--- src/hdl/salc_ram.sv ---
`default_nettype none

module salc_ram #(
  parameter int WIDTH = 8,
  parameter int DEPTH = 16
) (
  input  wire logic                                     clk,
  input  wire logic                                     wr_en,
  input  wire logic [(DEPTH > 1 ? $clog2(DEPTH) : 1)-1:0] wr_addr,
  input  wire logic [WIDTH-1:0]                         wr_data,
  input  wire logic                                     rd_en,
  input  wire logic [(DEPTH > 1 ? $clog2(DEPTH) : 1)-1:0] rd_addr,
  output logic      [WIDTH-1:0]                         rd_data
);

  logic [WIDTH-1:0] mem [DEPTH];

  always_ff @(posedge clk) begin
    if (wr_en) begin
      mem[wr_addr] <= wr_data;
    end
    if (rd_en) begin
      rd_data <= mem[rd_addr];
    end
  end

endmodule

`default_nettype wire

--- config.mk ---
export PLATFORM = sky130hd
export DESIGN_NAME = salc_ram
export DESIGN_NICKNAME = d
export VERILOG_FILES = /design/src/hdl/salc_ram.sv
export SDC_FILE = /design/constraint.sdc
export NUM_CORES = 1
export LEC_CHECK = 0
export BUFFER_PORTS_ARGS = -buffer_cell sky130_fd_sc_hd__buf_2
export CAP_MARGIN = 15
export CORE_MARGIN = 2
export CORE_UTILIZATION = 63
export CTS_BUF_LIST = sky130_fd_sc_hd__clkbuf_2 sky130_fd_sc_hd__clkbuf_4 sky130_fd_sc_hd__clkbuf_8
export CTS_CLUSTER_DIAMETER = 40
export DETAILED_ROUTE_END_ITERATION = 8
export PLACE_DENSITY = 0.82
export RECOVER_POWER = 100
export SLEW_MARGIN = 20
export SYNTH_ARGS = -nofsm -noshare
export SYNTH_HDL_FRONTEND = slang
export SYNTH_SLANG_ARGS = --single-unit
export TNS_END_PERCENT = 20
--- constraint.sdc ---
create_clock -name clk -period 2.05 [get_ports clk]
set_clock_uncertainty 0.15 [all_clocks]
set_input_delay 0.205 -clock clk [delete_from_list [all_inputs] [get_ports clk]]
set_output_delay 0.205 -clock clk [all_outputs]
set_load 0.005 [all_outputs]
==> flow_summary.ini, run 1 <==
[job]
maxCapViolations = 0

[cts]
tritoncts = done
clock-sinks = 136
clockBufferDepth = 2
root_buffer = clkbuf_8
numCtsBuffers = 17
postCtsSetupRepairBufs = 0
postCtsHoldBufs = 7
clkTransAtPathRegs_ns = 0.07
clk_latency_ns = 0.42
cts_resized = 0
cts-htree-levels = 4

[critical_path]
worst_r2r_endpoint = rd_data[2]
worstPathMaxFanout = 1
startpoint = mem[9][2]
path_class = reg -> reg
slowest_delay_ns = 0.54
worst-path-stages = 3
cp_top_family = multiplexers
cp-endpoint = rd_data[2]
end_kind = flip-flop
arrival_ns = 1.71
worst-path-buf-inv = 0
reg2reg_depth = 3
cp.required_ns = 2.07
worst_setup_path_start_kind = flip-flop
rr_startpoint = mem[9][2]
crit_chain = mux4_1 -> a22oi_1 -> nand2_1
critPathSlowestCell = mux4_1
r2r_setup_slack_ns = 0.36

[logic_synthesis]
avgSynthCellArea_um2 = 22.8
yosysWarnings = 0
ys_seq_area_share_pct = 78.1
ys_seq_elements = 136
synthesis.area_mm2 = 0.00523
synth_nets = 248
synth_cell_type_count = 18
netlist_instances = 229

[pwr]
powerDensity_mw_per_mm2 = 941
seqPwrFrac_pct = 55.7
p_leak_nw = 1.94
clkPwrFrac_pct = 39.3
ir_drop_uv = 796
p_switching_w = 0.00118
combPwrFrac_pct = 5.0
internal_power_w = 0.00448
swShare_pct = 20.8

[routing]
drc = 0
m1WireLength_um = 3790
drt-wirelength-per-cell_um = 22.5
drtPass1Iterations = 4
highest_layer = met4
ant_nets = 0
vias = 2494
met3_length_um = 628
wl_met2_um = 4720
routed_wl_um = 9250
drtIter0Drc = 249
viasPerCell = 6.07

[global_routing]
grt.total_usage_pct = 22.8
grt_max_degree = 33
antenna_found_initial = 0
grt_pass1_wl_um = 13900
overflow = 0
first_global_vias = 2574

[die]
floorplan.rows = 33
initial_core_util_pct = 64.3
core-area_mm2 = 0.00813
io_pins = 27
fp.dieH_um = 95.1
dieArea_mm2 = 0.00904
die-width_um = 95.1

[layout]
antenna_cells = 0
drive_gt1_share_pct = 20.6
area_growth_pct = 14.9
stdcell_area_mm2 = 0.00601
fin_nets = 312

[placement]
dp.final_hpwl_um = 5910
placed_area_mm2 = 0.00561
port_buffers = 26
gp_congestion = 0.736

[timing]
relSlewSlack_pct = 54.3
period_needed_ns = 1.69
setup-violations-final = 0
worst_pin_slew_ns = 0.686
max_freq_ghz = 0.591
finalHoldViolCount = 0
fin_crit_sh_pct = 82.5
slew_viol_final = 0
rsz0062_at_grt = false
fin_tns_setup_ns = 0

[min_path]
hp-class = in -> reg
hp-start = wr_data[6]

[run_status]
status = finished, final reports clean
[layout make-up]
class | instances | area, um^2
timing repair buffer | 55 | 318
clock inverter | 14 | 175
fill | 443 | 2130
multi-input combinational | 83 | 1060
clock buffer | 18 | 241
sequential | 136 | 4080
tap | 105 | 131
[power by group through the flow]
stage	Clock, W	Combinational [W]	Sequential, W
after global routing	0.00237	0.000310	0.00315
after detailed placement	0	0.000288	0.00321
after CTS	0.00225	0.000300	0.00315
after global placement	0	0.000279	0.00320
final	0.00222	0.000285	0.00315
after floorplan	0	0.000158	0.00320
[worst reg2reg max path, delay by kind of cell, from the launching register on]
family | cells | cell delay [ns]
AO/OA/AOI/OAI | 1 | 0.29
flip-flops | 1 | 0.38
multiplexers | 1 | 0.54
AND/OR/NAND/NOR | 1 | 0.08
[cell families (layout without fill, tap and decap cells)]
| group | Yosys count | after routing | share of synthesized area (%) |
|---|---|---|---|
| flip-flops | 136 | 136 | 78.1 |
| buffers and inverters | 10 | 87 | 1.65 |
| AO/OA/AOI/OAI | 16 | 16 | 2.30 |
| multiplexers | 32 | 32 | 14.8 |
| AND/OR/NAND/NOR | 35 | 35 | 3.14 |
[synthesized netlist by cell type]
cell type	n	area share [%]
mux4_1	14	7.0
buf_6	3	0.65
edfxtp_1	136	78
buf_4	1	0.14
nor3_1	4	0.38
or3b_2	1	0.17
nand2_1	9	0.65
nand3b_1	2	0.29
nor2b_1	1	0.12
mux4_2	18	7.8
and2_1	1	0.12
clkdlybuf4s25_2	3	0.57
a22oi_1	16	2.3
and2b_1	1	0.14
nor2_1	13	0.93
nand2b_1	2	0.24
buf_2	3	0.29
nand3_1	1	0.096
[layout by cell type (no fill, tap or decap), types with 2 or more instances in the layout]
cell           instances
a22oi_1               16
buf_12                 3
buf_2                  6
buf_4                  3
bufinv_16              3
clkbuf_1              36
clkbuf_8              17
clkinv_4               2
clkinvlp_4             6
dlygate4sd3_1          7
edfxtp_1             136
inv_6                  2
mux4_1                14
mux4_2                18
nand2_1                9
nand2b_1               2
nand3b_1               2
nor2_1                13
nor3_1                 4
[layer usage]
layer / vias to the layer above / track usage [%]
met2: 102 / 36.7
met5: - / 0
li1: 1108 / -
met1: 1276 / 29.8
met3: 8 / 6.32
met4: 0 / 9.90
[per-stage QoR]
stage / setup slack, ns / cells / hold WS (ns) / total power (W) / util (%)
2_1_floorplan: 0.202 / 229 / 0.154 / 0.00336 / -
3_3_place_gp: 0.168 / 372 / 0.431 / 0.00348 / 68.9
3_5_place_dp: 0.107 / 372 / 0.441 / 0.00350 / 68.9
4_1_cts: 0.357 / 411 / 0.00470 / 0.00570 / 74.9
5_1_grt: 0.313 / 411 / 0.196 / 0.00583 / 73.9
6_report: 0.359 / 411 / 0.169 / 0.00566 / 73.9
[flip-flops by register name, summed over array words and instances, names as in the netlist]
register / count
rd_data: 8
mem: 128
[worst min path at each step]
stage                            to  cells after the start
after global placement    mem[6][5]                      1
after CTS                 mem[1][4]                      1
after floorplan           mem[0][0]                      0
final                     mem[7][6]                      1
after global routing      mem[3][6]                      1
after detailed placement  mem[7][5]                      1
No activity file was read; power rests on OpenSTA's default activity.
==> run 2, diff against run 1 <==
CORE_UTILIZATION = 57   (was 63)
PLACE_DENSITY = 0.78   (was 0.82)
clock period = 1.5 ns   (was 2.05 ns; I/O delays follow)
==> flow_summary.ini, run 2 (synthesis gave the netlist of run 1 again) <==
[layout]
area_growth_pct = 17.2
final_cell_mix = 136 x edfxtp_1, 38 x clkbuf_1, 29 x mux4_2
fin_nets = 325
mostFrequentLayoutCell = edfxtp_1
fill_cells = 542
antenna_cells = 0
drive_gt1_share_pct = 27.3
largestRegisters = mem (128), rd_data (8)
largest_reg_flops = 128
stdcell_area_mm2 = 0.00612
largest_register = mem

[routing]
viasPerCell = 6.01
drt-wirelength-per-cell_um = 23.7
vias = 2568
drtPass1Iterations = 4
ant_nets = 0
routed_wl_um = 10100
drc = 0
drtIter0Drc = 208

[global_routing]
grt.total_usage_pct = 22.5
first_global_vias = 2739
overflow = 0
grt_max_degree = 20
antenna_found_initial = 0
grt_pass1_wl_um = 15600

[timing]
finalHoldViolCount = 0
holdWs_ns = 0.140
slew_viol_final = 0
setup_ws_ns = -0.104
fin_crit_sh_pct = 107
period_needed_ns = 1.60
rsz0062_at_grt = true
worst_pin_slew_ns = 0.980
relSlewSlack_pct = 34.4
max_freq_ghz = 0.623
setup-violations-final = 8

[placement]
dp_worst_setup_slack_ns = -0.356
port_buffers = 26
placed_area_mm2 = 0.00568
dp.final_hpwl_um = 6330
gp_congestion = 0.733

[die]
die-width_um = 99.8
fp.dieH_um = 99.8
core-area_mm2 = 0.00881
dieArea_mm2 = 0.00995
io_pins = 27
initial_core_util_pct = 59.4
floorplan.rows = 34

[run_status]
violations = setup timing
status = complete, but fails checks

[pwr]
total_power_w = 0.00806
p_leak_nw = 1.98
powerDensity_mw_per_mm2 = 1320
ir_drop_uv = 1050

[critical_path]
cp.required_ns = 1.52
r2r_setup_slack_ns = -0.10
path_class = reg -> reg
rr_startpoint = mem[3][3]
slowest_delay_ns = 0.50
worst_setup_path_start_kind = flip-flop
end_kind = flip-flop
arrival_ns = 1.62
worst_r2r_endpoint = rd_data[3]
critPathSlowestCell = mux4_2
crit_chain = mux4_2 -> a22oi_2 -> nand2_1
worstPathMaxFanout = 1
reg2reg_depth = 3

[cts]
tritoncts = done
numCtsBuffers = 17
clkTransAtPathRegs_ns = 0.07
clock-sinks = 136
cts-htree-levels = 4
postCtsSetupRepairBufs = 0
clk_latency_ns = 0.42
clockBufferDepth = 2
root_buffer = clkbuf_8

[job]
maxCapViolations = 0

[min_path]
hold-path-cell-count = 4
hp-class = in -> reg
hp-start = wr_addr[2]
hold_path_end = mem[2][2]
==> run 2: repair_timing <==
item,CTS,global route
hold buffers,9,0
gates resized for setup,9,2
setup endpoints to repair,8,8
endpoints found under the hold margin,136,0
pin swaps,5,2
==> run 2: layout make-up <==
cell class              instances  area [um^2]  area share [%]
clock buffers                  18          241            3.94
clock inverters                14          205            3.35
multi-input cells              83         1050            17.2
flip-flops and latches        136         4080            66.7
well taps                     108          135            2.21
repair buffers                 68          408            6.66
==> run 2: how the worst max path moves through the flow <==
| stage | to | cells after the start | startpoint | slack, ns |
|---|---|---|---|---|
| 2_1_floorplan | mem[3][0] | 2 | wr_addr[2] | -0.07 |
| 3_3_place_gp | rd_data[4] | 5 | rd_addr[0] | -0.36 |
| 3_5_place_dp | rd_data[4] | 5 | rd_addr[0] | -0.36 |
| 4_1_cts | rd_data[3] | 3 | mem[3][3] | -0.10 |
| 5_1_grt | rd_data[3] | 3 | mem[3][3] | -0.14 |
| 6_report | rd_data[3] | 3 | mem[3][3] | -0.10 |
==> run 2: power breakdown <==
group	switching, W	internal, W	leakage, nW
logic	0.000240	0.000196	0.519
clock network	0.00134	0.00198	0.223
registers	0.0000238	0.00428	1.24
==> run 2: layer usage <==
layer  track usage (%)  wire length [um]
met2              35.7              5180
met1              30.5              4160
met4              8.64               144
met5                 0                 0
met3              5.97               655
==> run 2: metrics by stage <==
stage	TNS [ns]	instances	utilization, %
global route	-0.950	427	69.6
finish	-0.561	427	69.6
detailed placement	-3.88	386	64.5
floorplan	-2.33	229	-
global placement	-3.66	386	64.5
CTS	-0.582	427	70.7
==> run 2: critical path: cells and delay by family (launching register included) <==
family	cells	cell delay, ns
DFF	1	0.38
AOI/OAI and AO/OA	1	0.23
and+or+nand+nor	1	0.09
muxes	1	0.50
==> run 3, diff against run 2 <==
BUFFER_PORTS_ARGS = not set   (was -buffer_cell sky130_fd_sc_hd__buf_2)
CORE_UTILIZATION = 59   (was 57)
DONT_BUFFER_PORTS = 1   (was not set)
==> flow_summary.ini, run 3 (synthesis gave the netlist of run 1 again) <==
[run_status]
status = complete, but fails checks
violations = hold timing, setup timing

[die]
dieArea_mm2 = 0.00963
fp.dieH_um = 98.1
core-area_mm2 = 0.00864
initial_core_util_pct = 60.5
floorplan.rows = 34
io_pins = 27
die-width_um = 98.1

[layout]
area_growth_pct = 13.2
final_cell_mix = 136 x edfxtp_1, 28 x mux4_2, 18 x clkbuf_1
largest_reg_flops = 128
largest_register = mem
stdcell_area_mm2 = 0.00592
drive_gt1_share_pct = 26.1
largestRegisters = mem (128), rd_data (8)
fin_nets = 289
post-route-util_pct = 68.5
mostFrequentLayoutCell = edfxtp_1

[cts]
postCtsHoldBufs = 11
numCtsBuffers = 17
clkTransAtPathRegs_ns = 0.08
clk_latency_ns = 0.42
root_buffer = clkbuf_8
clock-sinks = 136
postCtsSetupRepairBufs = 0
cts-htree-levels = 4
clockBufferDepth = 2
tritoncts = done

[global_routing]
grt.total_usage_pct = 21.7
overflow = 0
first_global_vias = 2514
antenna_found_initial = 1
grt_max_degree = 33
grt_pass1_wl_um = 14700

[timing]
setup-violations-final = 8
max_freq_ghz = 0.640
setup_ws_ns = -0.0634
worst_pin_slew_ns = 0.915
rsz0062_at_grt = true
finalHoldViolCount = 8
holdWs_ns = -0.0449
relSlewSlack_pct = 38.8
fin_crit_sh_pct = 104
period_needed_ns = 1.56
slew_viol_final = 0

[routing]
drtPass1Iterations = 4
vias = 2422
drc = 0
viasPerCell = 6.18
routed_wl_um = 9580
drtIter0Drc = 258
ant_nets = 0
drt-wirelength-per-cell_um = 24.4

[critical_path]
worst_setup_path_start_kind = flip-flop
startpoint = mem[3][5]
cp.required_ns = 1.53
arrival_ns = 1.60
path_class = reg -> reg
rr_startpoint = mem[3][5]
reg2reg_depth = 3
end_kind = flip-flop
worstPathMaxFanout = 1

[placement]
dp.final_hpwl_um = 5910
port_buffers = 0
placed_area_mm2 = 0.00541
gp_congestion = 0.774

[job]
maxCapViolations = 0

[pwr]
powerDensity_mw_per_mm2 = 1310
p_switching_w = 0.00150
internal_power_w = 0.00627
combPwrFrac_pct = 4.2
ir_drop_uv = 929
clkPwrFrac_pct = 40.4
seqPwrFrac_pct = 55.4
swShare_pct = 19.3
p_leak_nw = 1.87

[min_path]
hp-start = rd_addr[1]
hold-path-cell-count = 3
hp-class = in -> reg
run 3: cell types whose count changed in the layout (fill, tap and decap cells not counted), sizes merged:
| cell | before | now |
|---|---|---|
| buf | 17 | 0 |
| bufinv | 5 | 4 |
| clkbuf | 60 | 40 |
| clkinv | 8 | 7 |
| diode | 0 | 1 |
| dlygate4sd3 | 9 | 11 |
| inv | 0 | 1 |
run 3: path summary, 6_finish.rpt:
path	to	slack, ns
worst min register to register	rd_data[5]	0.60
worst max register to register	rd_data[5]	-0.06
worst max-delay path	rd_data[5]	-0.06
worst min-delay path	rd_data[3]	-0.04
run 3: layer usage:
metal / GRT usage, % / vias to the layer above / wire length [um]
met3: 6.37 / 11 / 895
met2: 32.3 / 124 / 4750
met5: 0 / - / 0
met4: 8.43 / 0 / 125
li1: - / 1055 / -
met1: 31.1 / 1232 / 3810
run 3: power groups by stage:
stage	logic (W)	clock network (W)	registers, W
after global placement	0.000231	0	0.00439
after floorplan	0.000224	0	0.00438
final	0.000325	0.00314	0.00431
after detailed placement	0.000235	0	0.00439
after CTS	0.000328	0.00320	0.00431
after global routing	0.000348	0.00334	0.00431
run 3: through the flow:
step / TNS (ns) / power, W / setup slack [ns] / cells / hold WS [ns]
after detailed placement: -0.701 / 0.00463 / -0.141 / 348 / 0.0994
final: -0.281 / 0.00777 / -0.0634 / 392 / -0.0449
after CTS: -0.376 / 0.00783 / -0.0728 / 391 / -0.0739
after floorplan: -2.33 / 0.00460 / -0.0661 / 229 / 0.0989
after global placement: -0.493 / 0.00462 / -0.0893 / 348 / 0.0996
after global routing: -0.665 / 0.00800 / -0.108 / 392 / -0.0599
run 3: worst max-delay path: stages (launching register included):
cell,delay (ns)
edfxtp_1,0.38
mux4_2,0.50
a22oi_1,0.23
nand2_1,0.07
run 3: final cells by class:
type	instances	area, um^2
repair buffers	32	193
well taps	108	135
flip-flops and latches	136	4080
fillers	548	2720
diodes	1	2.50
multi-input cells	83	1070
clock buffers	19	249
clock inverters	13	178
run 3: what timing repair did:
item	CTS	global route
endpoints found under the hold margin	176	8
gates resized for setup	9	5
endpoints found under the setup margin	8	8
pin swaps	4	6
cloned	0	0
