`src/hdl/salc_pkg.sv`:
```
`default_nettype none

package salc_pkg;

  localparam int ADDR_W     = 64;
  localparam int STAMP_W    = 64;
  localparam int TOTAL_W    = 32;
  localparam int CFG_IDX_W  = 2;
  localparam int CFG_DATA_W = 6;

  localparam int SET_BITS_W   = 4;
  localparam int BLOCK_BITS_W = 6;
  localparam int WAYS_W       = 4;

  // Effective geometry widths cover the whole parameter range (16 set bits, 64 ways).
  localparam int EFF_SET_W = 5;
  localparam int EFF_WAY_W = 7;

  localparam logic [CFG_IDX_W-1:0] REG_SET_BITS    = 2'd0;
  localparam logic [CFG_IDX_W-1:0] REG_BLOCK_BITS  = 2'd1;
  localparam logic [CFG_IDX_W-1:0] REG_WAYS_IN_USE = 2'd2;

  localparam logic [SET_BITS_W-1:0]   SET_BITS_RST   = 4'd0;
  localparam logic [BLOCK_BITS_W-1:0] BLOCK_BITS_RST = 6'd4;
  localparam logic [WAYS_W-1:0]       WAYS_RST       = 4'd1;

  typedef struct packed {
    logic               valid;
    logic [ADDR_W-1:0]  tag;
    logic [STAMP_W-1:0] stamp;
  } line_t;

  typedef struct packed {
    logic [EFF_SET_W-1:0]    set_bits;
    logic [BLOCK_BITS_W-1:0] block_bits;
    logic [EFF_WAY_W-1:0]    ways;
  } geom_t;

endpackage

`default_nettype wire

```
`src/hdl/salc_cfg.sv`:
```
`default_nettype none

module salc_cfg
  import salc_pkg::*;
#(
  parameter int MAX_SET_BITS = 8,
  parameter int MAX_WAYS     = 8
) (
  input  wire logic                  clk,
  input  wire logic                  rst,
  input  wire logic                  cfg_write,
  input  wire logic [CFG_IDX_W-1:0]  cfg_index,
  input  wire logic [CFG_DATA_W-1:0] cfg_data,
  output geom_t                      geom
);

  logic [SET_BITS_W-1:0]   set_bits;
  logic [BLOCK_BITS_W-1:0] block_bits;
  logic [WAYS_W-1:0]       ways_in_use;

  always_ff @(posedge clk) begin
    if (rst) begin
      set_bits    <= SET_BITS_RST;
      block_bits  <= BLOCK_BITS_RST;
      ways_in_use <= WAYS_RST;
    end else if (cfg_write) begin
      unique case (cfg_index)
        REG_SET_BITS:    set_bits    <= cfg_data[SET_BITS_W-1:0];
        REG_BLOCK_BITS:  block_bits  <= cfg_data[BLOCK_BITS_W-1:0];
        REG_WAYS_IN_USE: ways_in_use <= cfg_data[WAYS_W-1:0];
        default: ;
      endcase
    end
  end

  // Out-of-range set_bits and ways_in_use are clamped to what the store holds; zero ways counts as one.
  always_comb begin
    if (EFF_SET_W'(set_bits) > EFF_SET_W'(MAX_SET_BITS)) begin
      geom.set_bits = EFF_SET_W'(MAX_SET_BITS);
    end else begin
      geom.set_bits = EFF_SET_W'(set_bits);
    end
    geom.block_bits = block_bits;
    if (ways_in_use == '0) begin
      geom.ways = EFF_WAY_W'(1);
    end else if (EFF_WAY_W'(ways_in_use) > EFF_WAY_W'(MAX_WAYS)) begin
      geom.ways = EFF_WAY_W'(MAX_WAYS);
    end else begin
      geom.ways = EFF_WAY_W'(ways_in_use);
    end
  end

endmodule

`default_nettype wire

```
`config.mk`:
```
export PLATFORM = sky130hd
export DESIGN_NAME = salc_cfg
export DESIGN_NICKNAME = d
export VERILOG_FILES = /design/src/hdl/salc_pkg.sv /design/src/hdl/salc_cfg.sv
export SDC_FILE = /design/constraint.sdc
export NUM_CORES = 1
export LEC_CHECK = 0
export ABC_AREA = 1
export BUFFER_PORTS_ARGS = -buffer_cell sky130_fd_sc_hd__buf_2
export CAP_MARGIN = 25
export CORE_UTILIZATION = 51
export CTS_BUF_LIST = sky130_fd_sc_hd__clkbuf_4 sky130_fd_sc_hd__clkbuf_8
export DETAILED_ROUTE_END_ITERATION = 10
export HOLD_SLACK_MARGIN = 0.06
export PLACE_DENSITY = 0.93
export SETUP_SLACK_MARGIN = 0.05
export SLEW_MARGIN = 20
export SYNTH_ARGS = -nofsm -noshare
export SYNTH_HDL_FRONTEND = slang
export SYNTH_SLANG_ARGS = --single-unit
```
`constraint.sdc`:
```
create_clock -name clk -period 1.51 [get_ports clk]
set_input_delay 0.0755 -clock clk [delete_from_list [all_inputs] [get_ports clk]]
set_output_delay 0.0755 -clock clk [all_outputs]
set_load 0.02 [all_outputs]
```
==> impl_metrics.toml, run 1 <==
[status]
outcome = "complete, no violations"

[finish]
most-common-layout-cells = "25 x nor2_1, 25 x nand2_1, 24 x buf_2"
final_nets = 146
drive_above_1_share_pct = 20.9
num_antenna_cells = 0
fin_util_pct = 71.6
layoutNonFillerInstCount = 148
area_growth_pct = 22.3

[die]
die_x_um = 38.7
die_h_um = 38.7
pin_count = 29
initial_core_util_pct = 58.5
placementRows = 12
core_area_mm2 = 0.00117
die_area_mm2 = 0.00149

[sta]
skew_ns = 0
period_share_pct = 79.2
drv_slew = 0
hold_violations = 0
setup_viol = 0
tns_ns = 0
rsz0062_at_grt = "false"
max_clock_freq_mhz = 836
worst_pin_slew_ns = 0.509
finalCriticalPeriod_ns = 1.20
worst_slack_ns = 0.314
relSlewSlack_pct = 65.9

[clocking]
clock_latency_ns = 0.28
cts_made_buffers = 3
clock-sinks = 14
clk_path_buf_depth = 2
htree_levels = 1
cts_tree = "done"
path_clk_slew_ns = 0.09
root_buffer = "clkbuf_4"

[placement]
gp_congestion = 0.821
portBuffers = 24
dp_hpwl_um = 1080
place_inst = 142
post-place-ws_ns = 0.497

[setup_path]
r2r-end = "block_bits[4]$_SDFFE_PP0P_"
rr_worst_depth = 4
cp-start-kind = "flop"
criticalPathCategory = "reg -> out"
endpoint_kind = "output port"
critical_path.startpoint = "set_bits[1]$_SDFFE_PP0P_"
r2r_start = "block_bits[4]$_SDFFE_PP0P_"
critPathMaxFanout = 3
r2r_setup_slack_ns = 0.79
required_ns = 1.43
cp.arrival_ns = 1.12

[global_route]
antenna_found_initial = 0
grt_max_degree = 15
grt.total_usage_pct = 26.4
globalRoute.totalOverflow = 0
grt_first_pass_wirelength_um = 2670
grt_pass1_vias = 661

[drt]
first_pass_iters = 4
vias_per_cell = 4.82
routedWlPerCell_um = 10.9
totalWireLength_um = 1620
drc = 0
drt_iter0_drc = 22
ant_nets = 0
vias = 714

[power_and_ir_drop]
power_mw = 0.826
powerDensity_mw_per_mm2 = 985
vdd_drop_max_mv = 0.679
p_leak_nw = 0.509

[hold_path]
whs_endpoint = "block_bits[0]$_SDFFE_PP0P_"
hold_path.class = "in -> reg"
holdPathStages = 3
hold_path_startpoint = "cfg_data[0]"

[logic_synthesis]
synth_seq_cells = 14
synth_area_um2 = 686
ys_warn_count = 0
yosysSeqAreaShare_pct = 40.9
syn_inst = 110
postSynthAreaPerCell_um2 = 6.23
synth.area.top_cells = "dfxtp_1 41%, nand2_1 14%, nor2_1 14%, inv_1 10%, nand3_1 6.6%"
synth_cell_types = 12
yosysTopAreaCell = "dfxtp_1"
synth_top_area_share_pct = 40.9

[flow_run]
drv_cap = 0
## worst max path at each step
stage	endpoint	slack, ns
6_report	geom[14]	0.31
5_1_grt	geom[14]	0.24
4_1_cts	geom[14]	0.32
3_5_place_dp	set_bits[0]$_SDFFE_PP0P_	0.50
3_3_place_gp	block_bits[5]$_SDFFE_PP0P_	0.60
2_1_floorplan	geom[14]	0.51
## cell type report
type	instances	area [µm²]
Tap cell	14	17.5
Multi-Input combinational cell	71	293
Clock buffer	4	36.3
Timing Repair Buffer	26	140
Sequential cell	14	280
Inverter	19	71.3
Fill cell	105	333
## where the power goes
group	leakage, nW	switching (mW)	internal (mW)	total [mW]
Clock	0.0210	0.127	0.147	0.274
Sequential	0.115	0.0121	0.388	0.401
Combinational	0.374	0.101	0.0501	0.151
## per-layer routing
metal	global-route usage (%)	vias to the layer above	routed length, µm
met3	4.62	2	97
met2	48.8	30	824
met4	10.3	0	9
li1	-	366	-
met5	0	-	0
met1	29.3	316	688
## timing repair
item | 4_1_cts | 5_1_grt
resized for setup | 0 | 0
hold endpoints to repair | 2 | 0
hold buffers | 2 | 0
buffers inserted | 0 | 0
## registers in the layout, indices dropped and copies added, names as in the netlist
| name | cells |
|---|---|
| block_bits | 6 |
| set_bits | 4 |
| ways_in_use | 4 |
## worst max-delay path, stage by stage (launching register included)
cell      delay [ns]
dfxtp_1         0.34
nor2_1          0.11
nand2_1         0.05
a21boi_0        0.15
buf_2           0.19
## synth_stat cells
library cell and instances:
a21boi_0 1, buf_4 4, inv_1 19, nand4_1 2
nand3_1 9, a21oi_1 5, nand2_1 25, conb_1 1
clkbuf_1 2, nor2_1 25, buf_2 3, dfxtp_1 14
## kinds of logic after synthesis
| group | after synthesis | synth area share (%) |
|---|---|---|
| buf+inv | 28 | 18.1 |
| other cells | 1 | 0.547 |
| flops | 14 | 40.9 |
| compound gates | 6 | 4.74 |
| simple gates | 61 | 35.8 |
## through the flow
step / hold slack (ns) / cell area, µm²
detailed placement: 0.307 / 782
finish: 0.0602 / 838
floorplan: 0.210 / 697
CTS: 0.0610 / 838
global route: 0.0784 / 838
global placement: 0.296 / 782
Power figures use the tool's default switching activity.
==> run 2, diff against run 1 <==
- ABC_AREA: 1 -> 0
- CORE_ASPECT_RATIO: not set -> 0.8
- CORE_UTILIZATION: 51 -> 43
- PLACE_DENSITY: 0.93 -> 0.84
- clock period: 1.51 -> 1.05 ns (I/O delays scaled with it)
==> impl_metrics.toml, run 2 <==
[status]
outcome = "complete, but fails checks"
violations = "setup timing"

[setup_path]
endpoint_kind = "output port"
required_ns = 1.00
criticalPathCategory = "reg -> out"
cp-start-kind = "flop"
critPathMaxFanout = 3
cp.arrival_ns = 1.04

[drt]
vias = 511
drc = 0
vias_per_cell = 4.41
totalWireLength_um = 1200
ant_nets = 0
routedWlPerCell_um = 10.4
drt_iter0_drc = 3
first_pass_iters = 4

[logic_synthesis]
synth_cell_types = 14
ys.flop_type = "dfxtp_1"
synth_top_area_share_pct = 40.1
yosysSeqAreaShare_pct = 40.1
synth_seq_cells = 14
yosysTopAreaCell = "dfxtp_1"
ys_warn_count = 0
synth.area.top_cells = "dfxtp_1 40%, mux2i_1 20%, nand2b_1 16%, nor2b_1 4.5%, buf_4 4.3%"
syn_inst = 73
synth_area_um2 = 698
synth_edf_count = 0
postSynthAreaPerCell_um2 = 9.56
ys_async_sr_fraction_pct = 0
synth.most_common_cell = "nand2b_1"
ys_top_cells_by_count = "18 x nand2b_1, 14 x dfxtp_1, 14 x mux2i_1"

[finish]
layoutNonFillerInstCount = 116
final_nets = 108
drive_above_1_share_pct = 37.9
final_common_cell = "buf_2"
reg_top3 = "block_bits x6, set_bits x4, ways_in_use x4"
final_design_area_no_fill_um2 = 878
fillers = 142
largest_reg_flops = 6
top_register = "block_bits"
most-common-layout-cells = "20 x buf_2, 18 x nand2b_1, 14 x mux2i_1"
num_antenna_cells = 0
area_growth_pct = 25.8
fin_util_pct = 60.3

[sta]
hold_violations = 0
fin_hold_ws_ns = 0.0709
max_clock_freq_mhz = 914
drv_slew = 0
rsz0062_at_grt = "true"
setup_viol = 1
period_share_pct = 104
finalCriticalPeriod_ns = 1.09
worst_slack_ns = -0.0436
skew_ns = 0

[clocking]
htree_levels = 1
clk_path_buf_depth = 2
cts_tree = "done"
cts_made_buffers = 3
clock_latency_ns = 0.27
root_buffer = "clkbuf_4"
clock-sinks = 14
path_clk_slew_ns = 0.08

[die]
initial_core_util_pct = 47.9
die_x_um = 47.1
pin_count = 29
core_area_mm2 = 0.00146
placementRows = 12
die_area_mm2 = 0.00179
die_h_um = 38.0

[global_route]
grt.total_usage_pct = 14.9
antenna_found_initial = 0
globalRoute.totalOverflow = 0
grt_max_degree = 23
grt_first_pass_wirelength_um = 1740
grt_pass1_vias = 447

[placement]
gp_congestion = 0.723
post-place-ws_ns = 0.115
placed_area_um2 = 791
portBuffers = 24
dp_hpwl_um = 882
place_inst = 110

[power_and_ir_drop]
powerDensity_mw_per_mm2 = 1160
vdd_drop_max_mv = 0.668
p_leak_nw = 0.424

[hold_path]
hold_path.class = "in -> reg"

[flow_run]
drv_cap = 0
run 2: per-layer routing:
layer | share of wire, % | up-vias | GRT usage (%)
li1 | - | 268 | -
met1 | 52 | 220 | 17.7
met2 | 42 | 21 | 22.9
met3 | 5.8 | 2 | 5.66
met4 | 0.75 | 0 | 8.57
met5 | 0 | - | 0
run 2: power by group:
part,internal [mW],switching (mW),leakage (nW),total (mW)
logic,0.0768,0.0866,0.294,0.163
registers,0.550,0.0124,0.116,0.563
clock network,0.133,0.160,0.0138,0.292
total,0.760,0.259,0.424,1.02
run 2: kinds of logic after synthesis:
logic type | Yosys count | share of synthesized area [%]
multiplexers | 14 | 20.1
other | 1 | 0.537
AND/OR/NAND/NOR | 32 | 28.5
buffers and inverters | 11 | 9.32
flip-flops | 14 | 40.1
AO/OA/AOI/OAI | 1 | 1.43
run 2: area by class of cell:
cell class              instances  area (µm²)  area share, %
clock buffers                   3        22.5           2.56
flip-flops and latches         14         285           32.5
multi-input cells              51         380           43.3
repair buffers                 27         164           18.7
well taps                      21        26.3           2.99
run 2: stage by stage:
stage,power (mW),TNS [ns]
6_report,1.02,-0.0436
5_1_grt,1.07,-0.0876
4_1_cts,1.03,-0.0488
3_5_place_dp,0.722,0
3_3_place_gp,0.719,0
2_1_floorplan,0.691,0
run 2: what timing repair did:
item | 4_1_cts | 5_1_grt
pin swaps | 0 | 2
hold buffers | 3 | 0
setup buffers | 0 | 0
gates resized for setup | 2 | 11
setup endpoints to repair | 1 | 5
hold endpoints to repair | 3 | 0
run 2: final timing paths:
| kind | from | end | slack (ns) | cells past startpoint |
|---|---|---|---|---|
| max | ways_in_use[2]$_SDFFE_PP0P_ | geom[0] | -0.04 | 3 |
| min | cfg_data[0] | set_bits[0]$_SDFFE_PP0P_ | 0.07 | 3 |
| max reg2reg | set_bits[3]$_SDFFE_PP0P_ | set_bits[3]$_SDFFE_PP0P_ | 0.41 | 2 |
| min reg2reg | block_bits[4]$_SDFFE_PP0P_ | block_bits[4]$_SDFFE_PP0P_ | 0.47 | 2 |
run 2: critical path, stage by stage, from the launching register on:
cell and delay, ns:
dfxtp_2 0.33, o21ba_4 0.22, nor2_4 0.10, buf_6 0.12
==> run 3, diff against run 2 <==
- RECOVER_POWER: not set -> 100
==> impl_metrics.toml, run 3 (same netlist as run 2, synthesis figures left out) <==
[finish]
num_antenna_cells = 0
fin_util_pct = 60.2
most-common-layout-cells = "19 x buf_2, 18 x nand2b_1, 14 x mux2i_1"
drive_above_1_share_pct = 36.8
area_growth_pct = 25.6
reg_top3 = "block_bits x6, set_bits x4, ways_in_use x4"
final_design_area_no_fill_um2 = 877
top_register = "block_bits"
largest_reg_flops = 6
final_common_cell = "buf_2"
final_nets = 108

[drt]
first_pass_iters = 4
drt_iter0_drc = 3
drc = 0
totalWireLength_um = 1200
ant_nets = 0
vias = 511
vias_per_cell = 4.41
routedWlPerCell_um = 10.4

[global_route]
grt_first_pass_wirelength_um = 1740
grt_pass1_vias = 447
antenna_found_initial = 0
grt_max_degree = 23
globalRoute.totalOverflow = 0
grt.total_usage_pct = 14.9

[die]
die_area_mm2 = 0.00179
die_h_um = 38.0
initial_core_util_pct = 47.9
die_x_um = 47.1
pin_count = 29
placementRows = 12
core_area_mm2 = 0.00146

[clocking]
clk_path_buf_depth = 2
path_clk_slew_ns = 0.08
root_buffer = "clkbuf_4"
htree_levels = 1
post-cts-setup-buffers = 0
cts_tree = "done"
clock-sinks = 14
cts_made_buffers = 3
clock_latency_ns = 0.27

[hold_path]
hold_path.class = "in -> reg"

[power_and_ir_drop]
powerDensity_mw_per_mm2 = 1160
vdd_drop_max_mv = 0.668
p_leak_nw = 0.421

[sta]
finalCriticalPeriod_ns = 1.09
skew_ns = 0
drv_slew = 0
period_share_pct = 104
worst_slack_ns = -0.0436
max_clock_freq_mhz = 914
setup_viol = 1
rsz0062_at_grt = "true"
hold_violations = 0

[setup_path]
r2r-end = "set_bits[3]$_SDFFE_PP0P_"
required_ns = 1.00
critPathMaxFanout = 3
cp.arrival_ns = 1.04
criticalPathCategory = "reg -> out"
critical_path.startpoint = "ways_in_use[2]$_SDFFE_PP0P_"
r2r_setup_slack_ns = 0.41
r2r_start = "set_bits[3]$_SDFFE_PP0P_"
endpoint_kind = "output port"
cp-start-kind = "flop"
rr_worst_depth = 2
critPathCapture = "geom[0]"

[placement]
gp_congestion = 0.723
placed_area_um2 = 791
portBuffers = 24
dp_hpwl_um = 882

[flow_run]
drv_cap = 0

[status]
outcome = "complete, but fails checks"
violations = "setup timing"
-- run 3: what timing repair did --
| item | 4_1_cts | 5_1_grt |
|---|---|---|
| setup endpoints to repair | 1 | 5 |
| pin swaps | 0 | 2 |
| endpoints found under the hold margin | 3 | 0 |
| gates resized for setup | 2 | 11 |
| hold buffers | 3 | 0 |
-- run 3: per-layer routing --
layer | GRT usage [%] | vias to the layer above | routed length [µm]
li1 | - | 268 | -
met1 | 17.7 | 220 | 620
met2 | 22.9 | 21 | 501
met3 | 5.66 | 2 | 70
met4 | 8.57 | 0 | 9
met5 | 0 | - | 0
-- run 3: critical path, stage by stage (launching register included) --
cell     delay (ns)
dfxtp_2        0.33
o21ba_4        0.22
nor2_4         0.10
buf_6          0.12
-- run 3: worst min-delay path by stage --
stage | from | depth (start not counted) | endpoint
after global placement | cfg_data[5] | 3 | block_bits[5]$_SDFFE_PP0P_
after floorplan | cfg_data[4] | 2 | block_bits[4]$_SDFFE_PP0P_
after global routing | cfg_data[0] | 3 | set_bits[0]$_SDFFE_PP0P_
after CTS | cfg_data[0] | 3 | set_bits[0]$_SDFFE_PP0P_
after detailed placement | cfg_data[4] | 3 | block_bits[4]$_SDFFE_PP0P_
final | cfg_data[0] | 3 | set_bits[0]$_SDFFE_PP0P_
-- run 3: where the power goes --
group	leakage [nW]	switching, mW	internal [mW]
clock network	0.0138	0.160	0.133
logic	0.291	0.0866	0.0763
registers	0.116	0.0124	0.550
-- run 3: through the flow --
stage / setup TNS [ns] / cells / setup slack, ns / hold WS, ns / total power [mW]
5_1_grt: -0.0876 / 116 / -0.0876 / 0.0771 / 1.07
2_1_floorplan: 0 / 76 / 0.222 / 0.208 / 0.691
6_report: -0.0436 / 116 / -0.0436 / 0.0709 / 1.02
3_3_place_gp: 0 / 110 / 0.124 / 0.314 / 0.719
4_1_cts: -0.0488 / 116 / -0.0488 / 0.0627 / 1.03
3_5_place_dp: 0 / 110 / 0.115 / 0.334 / 0.722
-- run 3: final cells by class --
type                            count  area, µm²
Clock buffer                        3       22.5
Sequential cell                    14        285
Tap cell                           21       26.3
Multi-Input combinational cell     51        380
Fill cell                         143        579
Timing Repair Buffer               27        163
